**src/svpd_pkg.sv**
```systemverilog
`timescale 1ns / 1ps

package svpd_pkg;

    typedef logic [31:0] t_word;
    typedef logic [2:0]  t_sector;

    typedef struct packed {
        logic    valid;
        t_sector sector;
    } t_ctl;

    localparam t_word SQRT3_2 = 32'h6ED9_EBA1;
    localparam t_word HALF    = 32'h4000_0000;
    localparam t_word ONE     = 32'h7FFF_FFFF;
    localparam t_word MAX_VAL = 32'h7FFF_FFFF;
    localparam t_word MIN_VAL = 32'h8000_0000;

    localparam t_sector SECTOR_NONE = 3'd0;
    localparam t_sector SECTOR_1    = 3'd1;
    localparam t_sector SECTOR_2    = 3'd2;
    localparam t_sector SECTOR_3    = 3'd3;
    localparam t_sector SECTOR_4    = 3'd4;
    localparam t_sector SECTOR_5    = 3'd5;
    localparam t_sector SECTOR_6    = 3'd6;
    localparam t_sector SECTOR_ALL  = 3'd7;

    function automatic t_word f_sat(input logic [32:0] v);
        t_word r;
        if (v[32] != v[31]) begin
            r = v[32] ? MIN_VAL : MAX_VAL;
        end else begin
            r = v[31:0];
        end
        return r;
    endfunction

    function automatic t_word f_add(input t_word a, input t_word b);
        return f_sat({a[31], a} + {b[31], b});
    endfunction

    function automatic t_word f_sub(input t_word a, input t_word b);
        return f_sat({a[31], a} - {b[31], b});
    endfunction

    function automatic t_word f_neg(input t_word a);
        t_word r;
        if (a == MIN_VAL) begin
            r = MAX_VAL;
        end else begin
            r = t_word'(~a + 32'd1);
        end
        return r;
    endfunction

    function automatic t_word f_half(input t_word a);
        return {a[31], a[31:1]};
    endfunction

    function automatic logic f_pos(input t_word a);
        return !a[31] && (a != '0);
    endfunction

    function automatic t_word f_duty(input t_word t);
        t_word d;
        d = f_sub(t, HALF);
        return {d[30:0], 1'b0};
    endfunction

endpackage

```
**src/space_vector_pwm_duty.sv**
```systemverilog
`timescale 1ns / 1ps

// Channel   Direction  Handshake                 Payload
// command   in         start, busy (always low)  i_alpha, i_beta (signed Q31)
// result    out        o_done strobe, one cycle  o_duty_a, o_duty_b, o_duty_c (signed Q31)
//
// One vector is taken every clock; each result passes through the registered stages listed below.
// The stages are: alpha multiply, sector and X/Y/Z, on-times in two steps, phase mapping.
// Reset clears only the control bits (valid and sector) and the done flag; no vector is in flight after reset.
// The receiver cannot stall, so results leave the moment they are ready.

module space_vector_pwm_duty (
    input  logic            i_clk,
    input  logic            i_rst_n,
    input  logic            start,
    output logic            busy,
    input  svpd_pkg::t_word i_alpha,
    input  svpd_pkg::t_word i_beta,
    output logic            o_done,
    output svpd_pkg::t_word o_duty_a,
    output svpd_pkg::t_word o_duty_b,
    output svpd_pkg::t_word o_duty_c
);
    import svpd_pkg::*;

    logic  w_s1_valid;
    t_word w_s1_p2, w_s1_beta;
    t_ctl  w_s2_ctl;
    t_word w_s2_x, w_s2_y, w_s2_z;
    t_ctl  w_s4_ctl;
    t_word w_s4_first, w_s4_second, w_s4_t2;

    assign busy = 1'b0;

    svpd_scale u_scale (
        .i_clk   (i_clk),
        .i_rst_n (i_rst_n),
        .i_valid (start),
        .i_alpha (i_alpha),
        .i_beta  (i_beta),
        .o_valid (w_s1_valid),
        .o_p2    (w_s1_p2),
        .o_beta  (w_s1_beta)
    );

    svpd_sector u_sector (
        .i_clk   (i_clk),
        .i_rst_n (i_rst_n),
        .i_valid (w_s1_valid),
        .i_p2    (w_s1_p2),
        .i_beta  (w_s1_beta),
        .o_ctl   (w_s2_ctl),
        .o_x     (w_s2_x),
        .o_y     (w_s2_y),
        .o_z     (w_s2_z)
    );

    svpd_time u_time (
        .i_clk    (i_clk),
        .i_rst_n  (i_rst_n),
        .i_ctl    (w_s2_ctl),
        .i_x      (w_s2_x),
        .i_y      (w_s2_y),
        .i_z      (w_s2_z),
        .o_ctl    (w_s4_ctl),
        .o_first  (w_s4_first),
        .o_second (w_s4_second),
        .o_t2     (w_s4_t2)
    );

    svpd_out u_out (
        .i_clk    (i_clk),
        .i_rst_n  (i_rst_n),
        .i_ctl    (w_s4_ctl),
        .i_first  (w_s4_first),
        .i_second (w_s4_second),
        .i_t2     (w_s4_t2),
        .o_done   (o_done),
        .o_duty_a (o_duty_a),
        .o_duty_b (o_duty_b),
        .o_duty_c (o_duty_c)
    );

endmodule

```
**src/svpd_scale.sv**
```systemverilog
`timescale 1ns / 1ps

module svpd_scale (
    input  logic          i_clk,
    input  logic          i_rst_n,
    input  logic          i_valid,
    input  svpd_pkg::t_word i_alpha,
    input  svpd_pkg::t_word i_beta,
    output logic          o_valid,
    output svpd_pkg::t_word o_p2,
    output svpd_pkg::t_word o_beta
);
    import svpd_pkg::*;

    logic signed [63:0] w_prod;
    logic  r_valid;
    t_word r_p2;
    t_word r_beta;
    t_word n_p2;

    always_comb begin
        w_prod = 64'($signed(i_alpha)) * 64'($signed(SQRT3_2));
        n_p2   = w_prod[62:31];
    end

    always_ff @(posedge i_clk) begin
        if (!i_rst_n) begin
            r_valid <= 1'b0;
        end else begin
            r_valid <= i_valid;
        end
    end

    always_ff @(posedge i_clk) begin
        r_p2   <= n_p2;
        r_beta <= i_beta;
    end

    assign o_valid = r_valid;
    assign o_p2    = r_p2;
    assign o_beta  = r_beta;

endmodule

```
**src/svpd_sector.sv**
```systemverilog
`timescale 1ns / 1ps

module svpd_sector (
    input  logic            i_clk,
    input  logic            i_rst_n,
    input  logic            i_valid,
    input  svpd_pkg::t_word i_p2,
    input  svpd_pkg::t_word i_beta,
    output svpd_pkg::t_ctl  o_ctl,
    output svpd_pkg::t_word o_x,
    output svpd_pkg::t_word o_y,
    output svpd_pkg::t_word o_z
);
    import svpd_pkg::*;

    t_ctl  r_ctl;
    t_ctl  n_ctl;
    t_word r_x, r_y, r_z;
    t_word n_y, n_z;
    t_word w_p1n, w_p1p, w_vb, w_vc;

    always_comb begin
        w_p1n = f_half(f_neg(i_beta));
        w_vb  = f_add(w_p1n, i_p2);
        w_vc  = f_sub(w_p1n, i_p2);
        w_p1p = f_half(i_beta);
        n_y   = f_add(w_p1p, i_p2);
        n_z   = f_sub(w_p1p, i_p2);
        n_ctl.valid  = i_valid;
        n_ctl.sector = {f_pos(w_vc), f_pos(w_vb), f_pos(i_beta)};
    end

    always_ff @(posedge i_clk) begin
        if (!i_rst_n) begin
            r_ctl <= '0;
        end else begin
            r_ctl <= n_ctl;
        end
    end

    always_ff @(posedge i_clk) begin
        r_x <= i_beta;
        r_y <= n_y;
        r_z <= n_z;
    end

    assign o_ctl = r_ctl;
    assign o_x   = r_x;
    assign o_y   = r_y;
    assign o_z   = r_z;

endmodule

```
**src/svpd_time.sv**
```systemverilog
`timescale 1ns / 1ps

module svpd_time (
    input  logic            i_clk,
    input  logic            i_rst_n,
    input  svpd_pkg::t_ctl  i_ctl,
    input  svpd_pkg::t_word i_x,
    input  svpd_pkg::t_word i_y,
    input  svpd_pkg::t_word i_z,
    output svpd_pkg::t_ctl  o_ctl,
    output svpd_pkg::t_word o_first,
    output svpd_pkg::t_word o_second,
    output svpd_pkg::t_word o_t2
);
    import svpd_pkg::*;

    t_ctl  r_ctl_a, r_ctl_b;
    t_word r_first_a, r_t1, r_t2_a;
    t_word r_first_b, r_second, r_t2_b;
    t_word n_t1, n_t2, n_first, n_second;

    always_comb begin
        case (i_ctl.sector)
            SECTOR_1: begin
                n_t1 = i_z;
                n_t2 = i_y;
            end
            SECTOR_2: begin
                n_t1 = i_y;
                n_t2 = f_neg(i_x);
            end
            SECTOR_3: begin
                n_t1 = f_neg(i_z);
                n_t2 = i_x;
            end
            SECTOR_4: begin
                n_t1 = f_neg(i_x);
                n_t2 = i_z;
            end
            SECTOR_5: begin
                n_t1 = i_x;
                n_t2 = f_neg(i_y);
            end
            SECTOR_6: begin
                n_t1 = f_neg(i_y);
                n_t2 = f_neg(i_z);
            end
            default: begin
                n_t1 = '0;
                n_t2 = '0;
            end
        endcase
        n_first = f_half(f_sub(f_sub(ONE, n_t1), n_t2));
    end

    assign n_second = f_add(r_first_a, r_t1);

    always_ff @(posedge i_clk) begin
        if (!i_rst_n) begin
            r_ctl_a <= '0;
            r_ctl_b <= '0;
        end else begin
            r_ctl_a <= i_ctl;
            r_ctl_b <= r_ctl_a;
        end
    end

    always_ff @(posedge i_clk) begin
        r_first_a <= n_first;
        r_t1      <= n_t1;
        r_t2_a    <= n_t2;
        r_first_b <= r_first_a;
        r_second  <= n_second;
        r_t2_b    <= r_t2_a;
    end

    assign o_ctl    = r_ctl_b;
    assign o_first  = r_first_b;
    assign o_second = r_second;
    assign o_t2     = r_t2_b;

endmodule

```
**src/svpd_out.sv**
```systemverilog
`timescale 1ns / 1ps

module svpd_out (
    input  logic            i_clk,
    input  logic            i_rst_n,
    input  svpd_pkg::t_ctl  i_ctl,
    input  svpd_pkg::t_word i_first,
    input  svpd_pkg::t_word i_second,
    input  svpd_pkg::t_word i_t2,
    output logic            o_done,
    output svpd_pkg::t_word o_duty_a,
    output svpd_pkg::t_word o_duty_b,
    output svpd_pkg::t_word o_duty_c
);
    import svpd_pkg::*;

    logic  r_done;
    t_word r_duty_a, r_duty_b, r_duty_c;
    t_word w_third, w_ta, w_tb, w_tc;

    always_comb begin
        w_third = f_add(i_second, i_t2);
        case (i_ctl.sector)
            SECTOR_1: begin
                w_ta = i_second;
                w_tb = i_first;
                w_tc = w_third;
            end
            SECTOR_2: begin
                w_ta = i_first;
                w_tb = w_third;
                w_tc = i_second;
            end
            SECTOR_3: begin
                w_ta = i_first;
                w_tb = i_second;
                w_tc = w_third;
            end
            SECTOR_4: begin
                w_ta = w_third;
                w_tb = i_second;
                w_tc = i_first;
            end
            SECTOR_5: begin
                w_ta = w_third;
                w_tb = i_first;
                w_tc = i_second;
            end
            SECTOR_6: begin
                w_ta = i_second;
                w_tb = w_third;
                w_tc = i_first;
            end
            default: begin
                w_ta = HALF;
                w_tb = HALF;
                w_tc = HALF;
            end
        endcase
    end

    always_ff @(posedge i_clk) begin
        if (!i_rst_n) begin
            r_done <= 1'b0;
        end else begin
            r_done <= i_ctl.valid;
        end
    end

    always_ff @(posedge i_clk) begin
        r_duty_a <= f_duty(w_ta);
        r_duty_b <= f_duty(w_tb);
        r_duty_c <= f_duty(w_tc);
    end

    assign o_done   = r_done;
    assign o_duty_a = r_duty_a;
    assign o_duty_b = r_duty_b;
    assign o_duty_c = r_duty_c;

endmodule
```
**config.mk**
```make
export PLATFORM = sky130hd
export DESIGN_NAME = space_vector_pwm_duty
export DESIGN_NICKNAME = d
export VERILOG_FILES = /design/src/svpd_pkg.sv /design/src/space_vector_pwm_duty.sv /design/src/svpd_scale.sv /design/src/svpd_sector.sv /design/src/svpd_time.sv /design/src/svpd_out.sv
export SDC_FILE = /design/constraint.sdc
export NUM_CORES = 2
export LEC_CHECK = 0
export BUFFER_PORTS_ARGS = -buffer_cell sky130_fd_sc_hd__buf_2
export CORE_MARGIN = 2
export CORE_UTILIZATION = 35
export CTS_CLUSTER_DIAMETER = 150
export DETAILED_ROUTE_END_ITERATION = 7
export GPL_TIMING_DRIVEN = 0
export SYNTH_ARGS = -nofsm -noshare
export SYNTH_HDL_FRONTEND = slang
export SYNTH_SLANG_ARGS = --single-unit
```
**constraint.sdc**
```tcl
create_clock -name i_clk -period 10.1 [get_ports i_clk]
set_clock_uncertainty 0.15 [all_clocks]
set_input_delay 1.515 -clock i_clk [delete_from_list [all_inputs] [get_ports i_clk]]
set_output_delay 1.515 -clock i_clk [all_outputs]
set_load 0.03 [all_outputs]
```
* After elaboration in Yosys (flattened, before gate mapping) *
Cells that the tools add are included.

storage, ports and cells
  register bits = 457
  input port bits = 67
  output and inout port bits = 98
  word-level logic and storage cells = 118

operators by class
  $add $sub $neg = 15
  $mul = 1
  equal/unequal tests = 27
  mux-type cells = 31
  bitwise logic cells = 4
  reduce and logical (&&, ||, !) cells = 18

operators by type and width
  kind                                                                    count
  32-bit 2-to-1 mux                                                       20
  32-bit one-hot mux with 6 select lines                                  2
  32-bit one-hot mux with 3 select lines                                  3
  31-bit 2-to-1 mux                                                       6
  32-bit by 1-bit adder with 32-bit output (second input constant)        4
  32-bit equality test (second input constant)                            4
  32-bit NOT                                                              4
  31-bit by 32-bit adder with 33-bit output                               3
  32-bit by 32-bit subtractor with 33-bit output (second input constant)  3
  32-bit nonzero test                                                     3
  31-bit by 32-bit subtractor with 33-bit output                          2
  32-bit by 32-bit multiplier with 63-bit output (second input constant)  1
  32-bit by 32-bit adder with 33-bit output                               1
  32-bit by 32-bit subtractor with 33-bit output                          1
  32-bit by 32-bit subtractor with 33-bit output (first input constant)   1
  3-bit equality test (second input constant)                             6
  2-bit OR reduction                                                      9
  3-bit by 2-bit equality test with 1-bit output (second input constant)  4
  1-bit inequality test                                                   11
  3-bit by 1-bit equality test with 1-bit output (second input constant)  2
  1-bit logical AND                                                       3
  1-bit logical NOT                                                       3

* Longest topological paths before layout *
  depth in word-level cells = 10
  mapped depth = 36

* Hierarchy *
Synthesis repeated with hierarchy kept, for this count alone.

second synthesis, totals
  cell total of the unflattened synthesis = 5797
  area, all modules = 50698.6 um^2

by module, submodules not included
  module                 times used  cells an instance  area an instance (um^2)  sequential area each (um^2)
  svpd_scale             1           1938               20154.3                  1301.2
  svpd_time              1           1618               12847.3                  3963.8
  svpd_sector            1           1473               11439.7                  2001.9
  svpd_out               1           766                6246.0                   1881.8
  space_vector_pwm_duty  1           2                  11.3                     0.0

* Worst setup path after synthesis *
No wires, ideal clock.

  kind = register to register
  start point = register u_scale.r_beta[2] (netlist: u_scale.o_beta[2])
  end point = register u_sector.r_ctl, in the netlist u_sector.o_ctl[2]
  setup time = 0.120 ns
  arrival = 8.107 ns
  required time = 9.830 ns
  slack = 1.723 ns
  cell stages (with the launch flop) = 33
  clock period less this slack = 8.377 ns
  cell sequence = dfxtp_1 -> or4_1 -> or4_1 -> or4_1 -> nor2_1 -> nand3_1 -> nor4_1 -> nand2_1 -> clkbuf_1 -> nand2_1 -> ha_1 -> clkbuf_1 -> o2111ai_1 -> a31oi_1 -> nor4b_1 -> nor3_1 -> a41oi_1 -> o311ai_0 -> a21oi_1 -> o21ai_0 -> xor2_1 -> ha_1 -> or3_1 -> a221oi_1 -> nand3_1 -> a2111oi_0 -> nand4_1 -> or4_1 -> nor4_1 -> nand3_1 -> and4b_1 -> nand4_1 -> o31a_1

between the ends
  longest elaborated chain between the ends = 8
  elaborated cells on any way between the ends = 11

RTL lines
  what                                                               line                            text
  start, declared                                                    svpd_scale.sv:18                t_word r_beta;
  start signal, assigned                                             svpd_scale.sv:36                r_beta <= i_beta;
  32-bit NOT                                                         svpd_pkg.sv:51                  r = t_word'(~a + 32'd1);
  32-bit by 1-bit adder with 32-bit output                           svpd_pkg.sv:51
  32-bit 2-to-1 mux (*)                                              svpd_pkg.sv:48                  if (a == MIN_VAL) begin
  31-bit by 32-bit subtractor with 33-bit output (*)                 svpd_pkg.sv:43                  return f_sat({a[31], a} - {b[31], b});
  32-bit 2-to-1 mux / 1-bit inequality test (equally long branches)  svpd_pkg.sv:31, svpd_pkg.sv:30
  32-bit 2-to-1 mux (*)                                              svpd_pkg.sv:30                  if (v[32] != v[31]) begin
  32-bit nonzero test / 1-bit logical NOT (equally long branches)    svpd_pkg.sv:61                  return !a[31] && (a != '0);
  1-bit logical AND (*)                                              svpd_pkg.sv:61
  end signal, assigned                                               svpd_sector.sv:37               r_ctl <= n_ctl;
  end, declared                                                      svpd_sector.sv:16               t_ctl r_ctl;

Mark *: on every way between the ends. The rest lies on a longest branch, timed or not.
A chain may end at the register's enable or synchronous reset.

* Final worst setup path *
  start point = register u_scale.r_beta[2] (netlist: u_scale.o_beta[2])
  end point = register u_sector.r_ctl, in the netlist u_sector.o_ctl[1]

between the ends
  longest elaborated chain between the ends = 8
  elaborated cells on any way between the ends = 11

RTL lines
  what                                                               line                            text
  32-bit NOT                                                         svpd_pkg.sv:51
  32-bit by 1-bit adder with 32-bit output                           svpd_pkg.sv:51
  32-bit 2-to-1 mux (*)                                              svpd_pkg.sv:48
  31-bit by 32-bit adder with 33-bit output (*)                      svpd_pkg.sv:39                  return f_sat({a[31], a} + {b[31], b});
  32-bit 2-to-1 mux / 1-bit inequality test (equally long branches)  svpd_pkg.sv:31, svpd_pkg.sv:30
  32-bit 2-to-1 mux (*)                                              svpd_pkg.sv:30
  32-bit nonzero test / 1-bit logical NOT (equally long branches)    svpd_pkg.sv:61
  1-bit logical AND (*)                                              svpd_pkg.sv:61

Marked as above.

==> metrics.md <==
| Metric | Value |
|---|---|
| Status | `complete, but fails checks` |
| Violated checks | `DRC` |
| Vias per cell | `5.35` |
| Peak Freq | `102 MHz` |
| Adder-cell share of the synthesized area | `between 30 and 40%` |
| Synthesized flop and latch total | `457` |
| Asr flop ratio synth | `0%` |
| Yosys warns | `0` |
| Total Wirelength | `158,000 um` |
| Core area | `135,000 um2` |
| Final instance area | `52,300 um2` |
| # fillers | `13,771` |
| Nets | `6,728` |
| Pins Over Slew Limit | `0` |
| Distinct cell type count after synthesis | `90` |
| Total CTS buffers | `between 40 and 50` |
| Clock latency on the worst-skew pair | `0.61 ns` |
| Clock Tree Buf Depth | `3` |
| CP Launch Type | `flop` |
| Clk sink count | `457` |
| Synthesized area | `47,600 um2` |
| GRT Total Usage | `22.1%` |
| Number of antenna diodes | `0` |
| Root Buffer | `clkbuf_16` |
| DRT iter0 DRCs | `roughly 4,100` |
| Crit path max fanout | `10` |
| Starting Density | `35.2%` |
| Final setup vio count | `0` |
| Post-synthesis xor/xnor area fraction | `5.86%` |
| Largest net degree at the start of global routing | `36` |
| Mux contribution to synthesized area | `1.39%` |
| Primary FF master, synth | `dfxtp_1` |
| Fin crit period | `9.80 ns` |
| Max_cap viols | `0` |
| Tcrit/Tclk final | `97.0%` |
| Vias | `39,705` |
| Slowest-stage cell, CP | `or4_1` |
| Die Ht | `373 um` |
| Worst Tran Pin Value | `1.29 ns` |
| 1st-pass router iterations | `8` |
| CP arrival | `10.10 ns` |
| HP Class | `reg -> reg` |
| Syn avg cell area | `8.82 um2` |
| Main combinational cell family by area after synthesis | `adder cells` |
| Die ar. | `139,000 um2` |
| Share of cells above drive strength 1 | `6.17%` |
| CP Capture Type | `flop` |
| R2r setup slk | `0.30 ns` |
| H-tree Lvls | `2` |
| First-pass GRT wire length | `238,000 um` |
| DR WL/cell | `21.2 um` |
| Synth Area in Simple Gates | `12.3%` |
| Number of global-route vias before repair | `39,445` |
| Synth Instances | `5,391` |
| Register area share after synthesis | `19.2%` |
| CTS tree | `yes` |
| # rows | `135` |
| Worst Path Required | `10.40 ns` |
| Grt total ovfl | `0` |
| Port Buf Inserts | `between 150 and 200` |
| Post-DP Area | `between 50,000 and 60,000 um2` |
| Area growth syn-to-layout | `10.0%` |
| Die span in x | `373 um` |
| Classification of the worst setup path | `reg -> reg` |
| Post-DP HPWL | `134,000 um` |
| Post-route ant nets | `0` |
| Number of I/O pins | `165` |
| Complex-gate fraction of the synthesized area | `17.2%` |
| Final-report hold violation count | `0` |
| Hold slack final | `0.171 ns` |
| Relative slew slack | `13.4%` |
| Hold Buf Count CTS | `0` |
| RD Place Congestion | `0.988` |
| CP max stage delay | `0.63 ns` |
| Clk slew on worst S/H paths | `around 0.06 ns` |
| Antenna violations before repair | `3` |
| EDFF count, synth | `0` |
| Residual DRC | `9` |
## state kept, by name, summed over array words and instances (netlist names), 31 cells and up
name / flops
u_scale.o_p2: 32
u_scale.o_beta: 32
u_sector.o_y: 32
u_time.o_t2: 32
u_time.o_second: 32
u_time.r_t1: 32
u_time.r_first_a: 31
u_out.o_duty_a: 31
u_time.o_first: 31
u_time.r_t2_a: 32
u_sector.o_z: 32
u_sector.o_x: 32
u_out.o_duty_c: 31
u_out.o_duty_b: 31
## stage by stage
step / TNS, ns / setup WS [ns] / cells / util [%]
CTS: 0 / 0.0212 / 7420 / 38.7
finish: 0 / 0.300 / 7419 / 38.7
global placement: -3.17 / -1.70 / 7335 / 37.4
floorplan: 0 / 1.72 / 5394 / -
detailed placement: -3.40 / -1.76 / 7335 / 37.4
global route: -0.00681 / -0.00681 / 7419 / 38.7
## worst max-delay path, delay by kind of cell (launching register included)
family	cells	cell delay, ns
simple gates	18	5.18
compound gates	12	2.59
fa+ha+maj	2	0.74
flops	1	0.48
buf+inv	2	0.47
## cell usage after synthesis, types with 26 or more instances
| library cell | n | area (um2) |
|---|---|---|
| xor2_1 | 126 | 1100 |
| nand4_1 | 27 | 169 |
| o31ai_1 | 36 | 270 |
| nor3_1 | 91 | 455 |
| inv_1 | 827 | 3100 |
| clkbuf_1 | 182 | 683 |
| nor4_1 | 52 | 325 |
| fa_1 | 486 | 9730 |
| a21o_1 | 69 | 518 |
| a21oi_1 | 313 | 1570 |
| o211ai_1 | 30 | 225 |
| mux2i_1 | 39 | 390 |
| dfxtp_1 | 457 | 9150 |
| nor2b_1 | 55 | 344 |
| nand2b_1 | 59 | 369 |
| a222oi_1 | 97 | 971 |
| o21bai_1 | 41 | 308 |
| o21a_1 | 42 | 315 |
| ha_1 | 573 | 7170 |
| o21ai_0 | 273 | 1370 |
| nand3_1 | 68 | 340 |
| a211oi_1 | 26 | 195 |
| a22oi_1 | 45 | 338 |
| nand2_1 | 347 | 1300 |
| and2_1 | 28 | 175 |
| a31oi_1 | 52 | 325 |
| nor2_1 | 368 | 1380 |
| xnor2_1 | 192 | 1680 |
## cells in the final DEF (no fill, tap or decap), drive strengths merged, types with 42 or more instances in the layout
cell type / count
a21o: 69
a21oi: 314
a222oi: 97
a22oi: 45
a31oi: 52
buf: 181
clkbuf: 233
dfxtp: 457
fa: 486
ha: 573
inv: 831
nand2: 347
nand2b: 59
nand3: 68
nor2: 368
nor2b: 55
nor3: 93
nor4: 53
o21a: 42
o21ai: 276
xnor2: 192
xor2: 126
## area by class of cell
class	count	area, um2	area share, %
well taps	1781	2230	4.26
inverters	828	3110	5.94
plain buffers	193	758	1.45
clock buffers	56	1230	2.35
multi-input cells	3912	34700	66.3
flip-flops and latches	457	9150	17.5
repair buffers	165	838	1.60
clock inverters	27	344	0.658
## cell families (layout without fill, tap and decap cells)
logic type | Yosys count | after routing
AO/OA/AOI/OAI | 1223 | 1223
XOR/XNOR | 318 | 318
other | 1 | 4
flip-flops | 457 | 457
AND/OR/NAND/NOR | 1229 | 1229
buffers and inverters | 1025 | 1269
adder cells (fa/ha/maj) | 1075 | 1075
multiplexers | 63 | 63
## repair_timing
item,in CTS,in global routing
setup buffers,3,2
endpoints found under the setup margin,2,2
pin swaps,2,1
gates resized for setup,11,21
## routing by layer
| metal | vias to the layer above | global-route usage (%) | share of wire [%] |
|---|---|---|---|
| li1 | 18799 | - | - |
| met1 | 19019 | 30.4 | 44 |
| met2 | 1590 | 36.0 | 45 |
| met3 | 297 | 2.48 | 6.3 |
| met4 | 0 | 7.73 | 3.8 |
| met5 | - | 0 | 0 |
## final timing paths
path,end,start,cells after the start
worst max-delay path,u_sector.o_ctl[1]$_SDFF_PN0_,u_scale.o_beta[2]$_DFF_P_,34
worst min-delay path,u_time.o_t2[4]$_DFF_P_,u_time.r_t2_a[4]$_DFF_P_,0
worst max register to register,u_sector.o_ctl[1]$_SDFF_PN0_,u_scale.o_beta[2]$_DFF_P_,34
worst min register to register,u_time.o_t2[4]$_DFF_P_,u_time.r_t2_a[4]$_DFF_P_,0
Power is left out: the tool's default activity adds up to more than one toggle a clock period on the data nets, which glitch-free logic cannot reach.
